`src/rtl/hpbt_pkg.sv`:
```
// Shared types, codes and helpers for the homogeneous point and box transform.
// Used by every module in rtl/; depends on nothing.
package hpbt_pkg;

    localparam int NUM_REGS   = 8;
    localparam int IDX_W      = 3;
    localparam int DIV_STEPS  = 4;   // quotient bits per divider stage
    localparam int DIV_STAGES = 8;   // 32 quotient bits in all

    localparam logic [1:0] REQ_POINT = 2'd0;
    localparam logic [1:0] REQ_DIR   = 2'd1;
    localparam logic [1:0] REQ_BOX   = 2'd2;

    localparam logic signed [31:0] ONE_Q16 = 32'sh0001_0000;

    typedef struct packed {
        logic [1:0]         req_type;
        logic signed [31:0] ax;
        logic signed [31:0] ay;
        logic signed [31:0] az;
        logic signed [31:0] bx;
        logic signed [31:0] by;
        logic signed [31:0] bz;
    } t_in_word;

    typedef struct packed {
        logic signed [31:0] rx0;
        logic signed [31:0] ry0;
        logic signed [31:0] rz0;
        logic signed [31:0] rx1;
        logic signed [31:0] ry1;
        logic signed [31:0] rz1;
        logic               w_zero;
    } t_out_word;

    typedef struct packed {
        logic       valid;
        logic [1:0] req_type;
    } t_meta;

    // Reset value of each coefficient register: identity matrix.
    function automatic logic [63:0] coef_reset(input int idx);
        logic [63:0] v;
        v = 64'd0;
        if (idx == 0 || idx == 5) begin
            v = 64'h0001_0000_0000_0000;
        end else if (idx == 2 || idx == 7) begin
            v = 64'h0000_0000_0001_0000;
        end
        return v;
    endfunction

    // Even column in the high half, odd column in the low half.
    function automatic logic signed [31:0] coef_entry(input logic [63:0] reg_v,
                                                      input logic odd);
        return odd ? $signed(reg_v[31:0]) : $signed(reg_v[63:32]);
    endfunction

endpackage

```
`src/rtl/hpbt_mm.sv`:
```
// Per-axis min/max over the eight corners and result word formatting.
// Depends on hpbt_pkg.
module hpbt_mm (
    input  logic                i_clk,
    input  logic                i_rst_n,
    input  hpbt_pkg::t_meta     i_meta,
    input  logic signed [31:0]  i_res [8][3],
    input  logic [7:0]          i_wz,
    output logic                o_valid,
    output hpbt_pkg::t_out_word o_word
);
    import hpbt_pkg::*;

    t_meta              r_meta;
    logic signed [31:0] r_lo [2][3];
    logic signed [31:0] r_hi [2][3];
    logic signed [31:0] r_p0 [3];
    logic               r_wz0;
    logic               r_wzany;
    logic               r_valid;
    t_out_word          r_word;

    always_ff @(posedge i_clk) begin
        if (!i_rst_n) begin
            r_meta.valid <= 1'b0;
            r_valid      <= 1'b0;
        end else begin
            r_meta  <= i_meta;
            r_valid <= r_meta.valid;
        end
    end

    // two compare levels: 8 corners down to 2 per axis
    always_ff @(posedge i_clk) begin
        logic signed [31:0] l1 [2];
        logic signed [31:0] h1 [2];
        for (int i = 0; i < 3; i++) begin
            for (int g = 0; g < 2; g++) begin
                for (int p = 0; p < 2; p++) begin
                    l1[p] = (i_res[g*4+p*2][i] < i_res[g*4+p*2+1][i])
                          ? i_res[g*4+p*2][i] : i_res[g*4+p*2+1][i];
                    h1[p] = (i_res[g*4+p*2][i] > i_res[g*4+p*2+1][i])
                          ? i_res[g*4+p*2][i] : i_res[g*4+p*2+1][i];
                end
                r_lo[g][i] <= (l1[0] < l1[1]) ? l1[0] : l1[1];
                r_hi[g][i] <= (h1[0] > h1[1]) ? h1[0] : h1[1];
            end
            r_p0[i] <= i_res[0][i];
        end
        r_wz0   <= i_wz[0];
        r_wzany <= |i_wz;
    end

    always_ff @(posedge i_clk) begin
        logic signed [31:0] lo [3];
        logic signed [31:0] hi [3];
        t_out_word          n_word;
        for (int i = 0; i < 3; i++) begin
            lo[i] = (r_lo[0][i] < r_lo[1][i]) ? r_lo[0][i] : r_lo[1][i];
            hi[i] = (r_hi[0][i] > r_hi[1][i]) ? r_hi[0][i] : r_hi[1][i];
        end
        n_word = '0;
        if (r_meta.req_type == REQ_POINT || r_meta.req_type == REQ_DIR) begin
            n_word.rx0    = r_p0[0];
            n_word.ry0    = r_p0[1];
            n_word.rz0    = r_p0[2];
            n_word.w_zero = (r_meta.req_type == REQ_POINT) && r_wz0;
        end else if (r_meta.req_type == REQ_BOX) begin
            n_word.rx0    = lo[0];
            n_word.ry0    = lo[1];
            n_word.rz0    = lo[2];
            n_word.rx1    = hi[0];
            n_word.ry1    = hi[1];
            n_word.rz1    = hi[2];
            n_word.w_zero = r_wzany;
        end
        r_word <= n_word;
    end

    assign o_valid = r_valid;
    assign o_word  = r_word;

endmodule

```
`config.mk`:
```
export PLATFORM = sky130hd
export DESIGN_NAME = hpbt_mm
export DESIGN_NICKNAME = d
export VERILOG_FILES = /design/src/rtl/hpbt_pkg.sv /design/src/rtl/hpbt_mm.sv
export SDC_FILE = /design/constraint.sdc
export NUM_CORES = 2
export LEC_CHECK = 0
export BUFFER_PORTS_ARGS = -buffer_cell sky130_fd_sc_hd__clkbuf_2
export CORE_AREA = 2 2 378 380
export CTS_CLUSTER_DIAMETER = 50
export CTS_CLUSTER_SIZE = 24
export DETAILED_ROUTE_END_ITERATION = 7
export DIE_AREA = 0 0 380 382
export GPL_ROUTABILITY_DRIVEN = 0
export PLACE_DENSITY = 0.57
export SLEW_MARGIN = 40
export SYNTH_ARGS = -nofsm -noshare
export SYNTH_HDL_FRONTEND = slang
export SYNTH_SLANG_ARGS = --single-unit
```
`constraint.sdc`:
```
create_clock -name i_clk -period 11.7 [get_ports i_clk]
set_input_delay 0.585 -clock i_clk [delete_from_list [all_inputs] [get_ports i_clk]]
set_output_delay 0.585 -clock i_clk [all_outputs]
set_load 0.02 [all_outputs]
```
==> results.py <==
metrics = {
    "yosys": {
        "async_flop_share": 0,
        "netlist_area_um2": 54100,
        "ys.flop_type": "dfxtp_1",
        "yosys-top-cells-area": "dfxtp_1 25%, ha_1 22%, mux2i_1 20%",
        "syn_nets": 7818,
        "syn_avg_cell_area_um2": 8.89,
        "ys_seq_area_frac": 0.252,
        "netlist_instances": 6086,
        "synth_top_cell_by_area": "dfxtp_1",
        "yosysWarnings": 0,
        "synth_edf_count": 2,
        "synth-seq-cells": 679,
        "synth_top_area_share": 0.251,
        "synthDistinctLibCells": 73,
    },
    "min_path": {
        "hold_class": "primary input to flop",
    },
    "grt": {
        "antenna_found_initial": 85,
        "grt_pass1_vias": 47893,
        "grt_max_degree": 79,
        "grt_use_total": 0.286,
        "gr-total-overflow": 0,
        "grt_pass1_wl_um": 309000,
    },
    "critical_path": {
        "critPathLaunchType": "primary input",
        "cpPeakStageDelay_ps": 800,
        "reg2reg_slack_ps": 7360,
        "worst_path_dominant_cell_family": "compound AO/OA/AOI/OAI gates",
        "required_ps": 12250,
        "end_kind": "flop",
        "crit_path_cell_trace": "clkbuf_2 > inv_1 > ha_1 > a21oi_1 > o21ai_0 > o2bb2ai_1 > o32ai_1 > mux2i_4 > buf_4 > a21o_1 > buf_4 > mux2_2 > ha_1 > a21o_1 > a21o_1 > a21o_1 > a21o_1 > a211oi_1 > o22ai_1 > a211oi_1 > xor2_2 > nand2_2 > o21ba_2",
        "cp_max_fo": 64,
        "crit_slowest_cell": "o32ai_1",
        "crit_top_cell": "a21o_1",
        "path_class": "primary input to flop",
        "path_buf_inv": 4,
        "crit_arrival_ps": 8390,
    },
    "sta": {
        "skew_ps": 50.3,
        "setup-violations-final": 0,
        "fin_crit_ps": 7840,
        "slew_headroom": 0.361,
        "max_slew.worst_pin.slew_ps": 950,
        "hold_viol_final": 0,
        "slew_viol_final": 0,
        "setup_tns_ps": 0,
        "period_share": 0.670,
        "setup_slack_ps": 3860,
        "rsz0062_at_grt": "no",
        "timing.fmax_mhz": 128,
        "hold_slack_ps": 49.5,
    },
    "clock_tree": {
        "clk_pin_slew_ps": 90,
        "postCtsSetupBuffers": 0,
        "cts_hold_buffers": 1,
        "htree_levels": 3,
        "cts_resized": 0,
        "clkLatencyLatePin_ps": 700,
        "cts_sinks": 679,
        "cts_root_buffer": "clkbuf_16",
        "clock_path_buffers": 3,
        "tritoncts": "done",
        "cts_buffers": 82,
    },
    "power": {
        "netSwitchingPower_mw": 5.64,
        "p_seq_frac": 0.280,
        "switching_share": 0.436,
        "p_int_mw": 7.31,
        "ir_drop_v": 0.000149,
        "clkPwrFrac": 0.214,
        "pwr-share-comb": 0.506,
        "power.density_nw_per_um2": 201,
        "total_leakage_power_nw": 35.5,
    },
    "route": {
        "routed_wl_um": 215000,
        "ant_nets": 0,
        "num_vias": 48736,
        "drtIter0Drc": 3373,
        "wl_per_cell_um": 24.0,
        "via_per_inst": 5.43,
        "drc_errors": 0,
        "dr.pass1.iters": 5,
    },
    "job": {
        "drv_cap": 0,
    },
    "place": {
        "place_ws_ps": 3460,
        "place_inst": 8786,
        "portBuffers": 974,
        "dpl_cell_area_um2": 61300,
        "dp_hpwl_um": 186000,
    },
    "floorplan": {
        "rows": 138,
        "core_um2": 141000,
        "die_h_um": 382,
        "die_w_um": 380,
        "io_pins": 975,
        "initial_core_util": 0.384,
        "dieArea_um2": 145000,
    },
    "finish": {
        "final_cells": 8971,
        "syn2layout_area_growth_pct": 19.0,
        "final_area_um2": 64400,
        "layout-drive-gt1-share": 0.185,
        "fillerInstances": 14019,
        "layout.nets": 8714,
    },
    "status": {
        "outcome": "finished, final reports clean",
    },
}
## logic make-up (layout without fill, tap and decap cells)
kind of cell | after synthesis | after routing | synth area share
compound gates | 1227 | 1227 | 0.153
xor+xnor | 4 | 4 | 0.000648
fa+ha+maj | 951 | 951 | 0.220
buf+inv | 1132 | 2093 | 0.0798
flops | 679 | 679 | 0.252
mux | 1092 | 1092 | 0.203
other cells | 0 | 34 | 0
simple gates | 1001 | 1001 | 0.0919
## cell type report
type / count / area [µm²] / area share
clock inverter: 57 / 774 / 0.0120
antenna: 34 / 85.1 / 0.00132
inverter: 917 / 3440 / 0.0535
multi-input combinational: 4275 / 36600 / 0.568
clock buffer: 92 / 2190 / 0.0340
sequential: 679 / 13600 / 0.211
tap: 1890 / 2360 / 0.0367
timing repair buffer: 1027 / 5330 / 0.0827
## per-stage QoR
step / utilization / power, mW
4_1_cts: 0.456 / 13.0
6_report: 0.457 / 13.0
3_3_place_gp: 0.434 / 10.1
3_5_place_dp: 0.435 / 10.2
5_1_grt: 0.457 / 13.8
2_1_floorplan: - / 7.87
## placed cells by master, fill, tap and decap left out, types with 33 or more instances in the layout
master     netlist  layout
nand2_1        297     295
buf_4            5      46
dfxtp_1        677     677
a21boi_0        36      36
ha_1           951     951
o21a_1          85      83
nand2b_1        37      36
nand3_1        136     135
o21ai_0        200     200
a211oi_1        37      36
mux2_2          34      33
clkbuf_2         0     974
nor2_1         162     160
mux2i_1       1054    1048
clkbuf_16        0      84
inv_1          916     916
o211ai_1        58      58
o21ba_2         33      33
o2bb2ai_1       99      99
a21o_1         197     197
nor2b_1         52      52
nor3_1          52      49
a21oi_1        318     315
diode_2          0      34
nand4_1        167     167
o31ai_1         43      43
## per-layer routing
layer,vias to the layer above,wire length (µm),GRT usage
li1,23596,-,-
met1,22976,88800,0.348
met2,1641,97700,0.469
met3,435,17200,0.0786
met4,88,11000,0.128
met5,-,670,0.00661
## Yosys cell counts (58+ instances only)
cell,number
mux2i_1,1054
o211ai_1,58
nand3_1,136
ha_1,951
nand2_1,297
inv_1,916
a21o_1,197
o2bb2ai_1,99
nand4_1,167
nor2_1,162
dfxtp_1,677
clkbuf_1,148
o21ai_0,200
a21oi_1,318
o21a_1,85
## sequential cells by signal (all words and copies together) (netlist names)
signal   count
o_word     193
r_p0        96
r_meta       3
r_lo       192
r_wzany      1
o_valid      1
r_wz0        1
r_hi       192
## power by group through the flow
stage / logic, mW / clock network (mW) / registers [mW]
after floorplan: 4.15 / 0 / 3.72
after global placement: 6.40 / 0 / 3.68
after detailed placement: 6.48 / 0 / 3.68
after CTS: 6.54 / 2.81 / 3.64
after global routing: 7.17 / 2.91 / 3.69
final: 6.55 / 2.77 / 3.63
## final timing paths
path	from	endpoint	cells after the start
setup / recovery	i_res[647]	r_hi[0][74]	23
hold / removal	i_meta[1]	r_meta[1]	1
setup reg to reg	r_lo[0][97]	o_word[100]	12
hold reg to reg	r_p0[0][66]	o_word[99]	1
No activity file was read; power rests on OpenSTA's default activity.
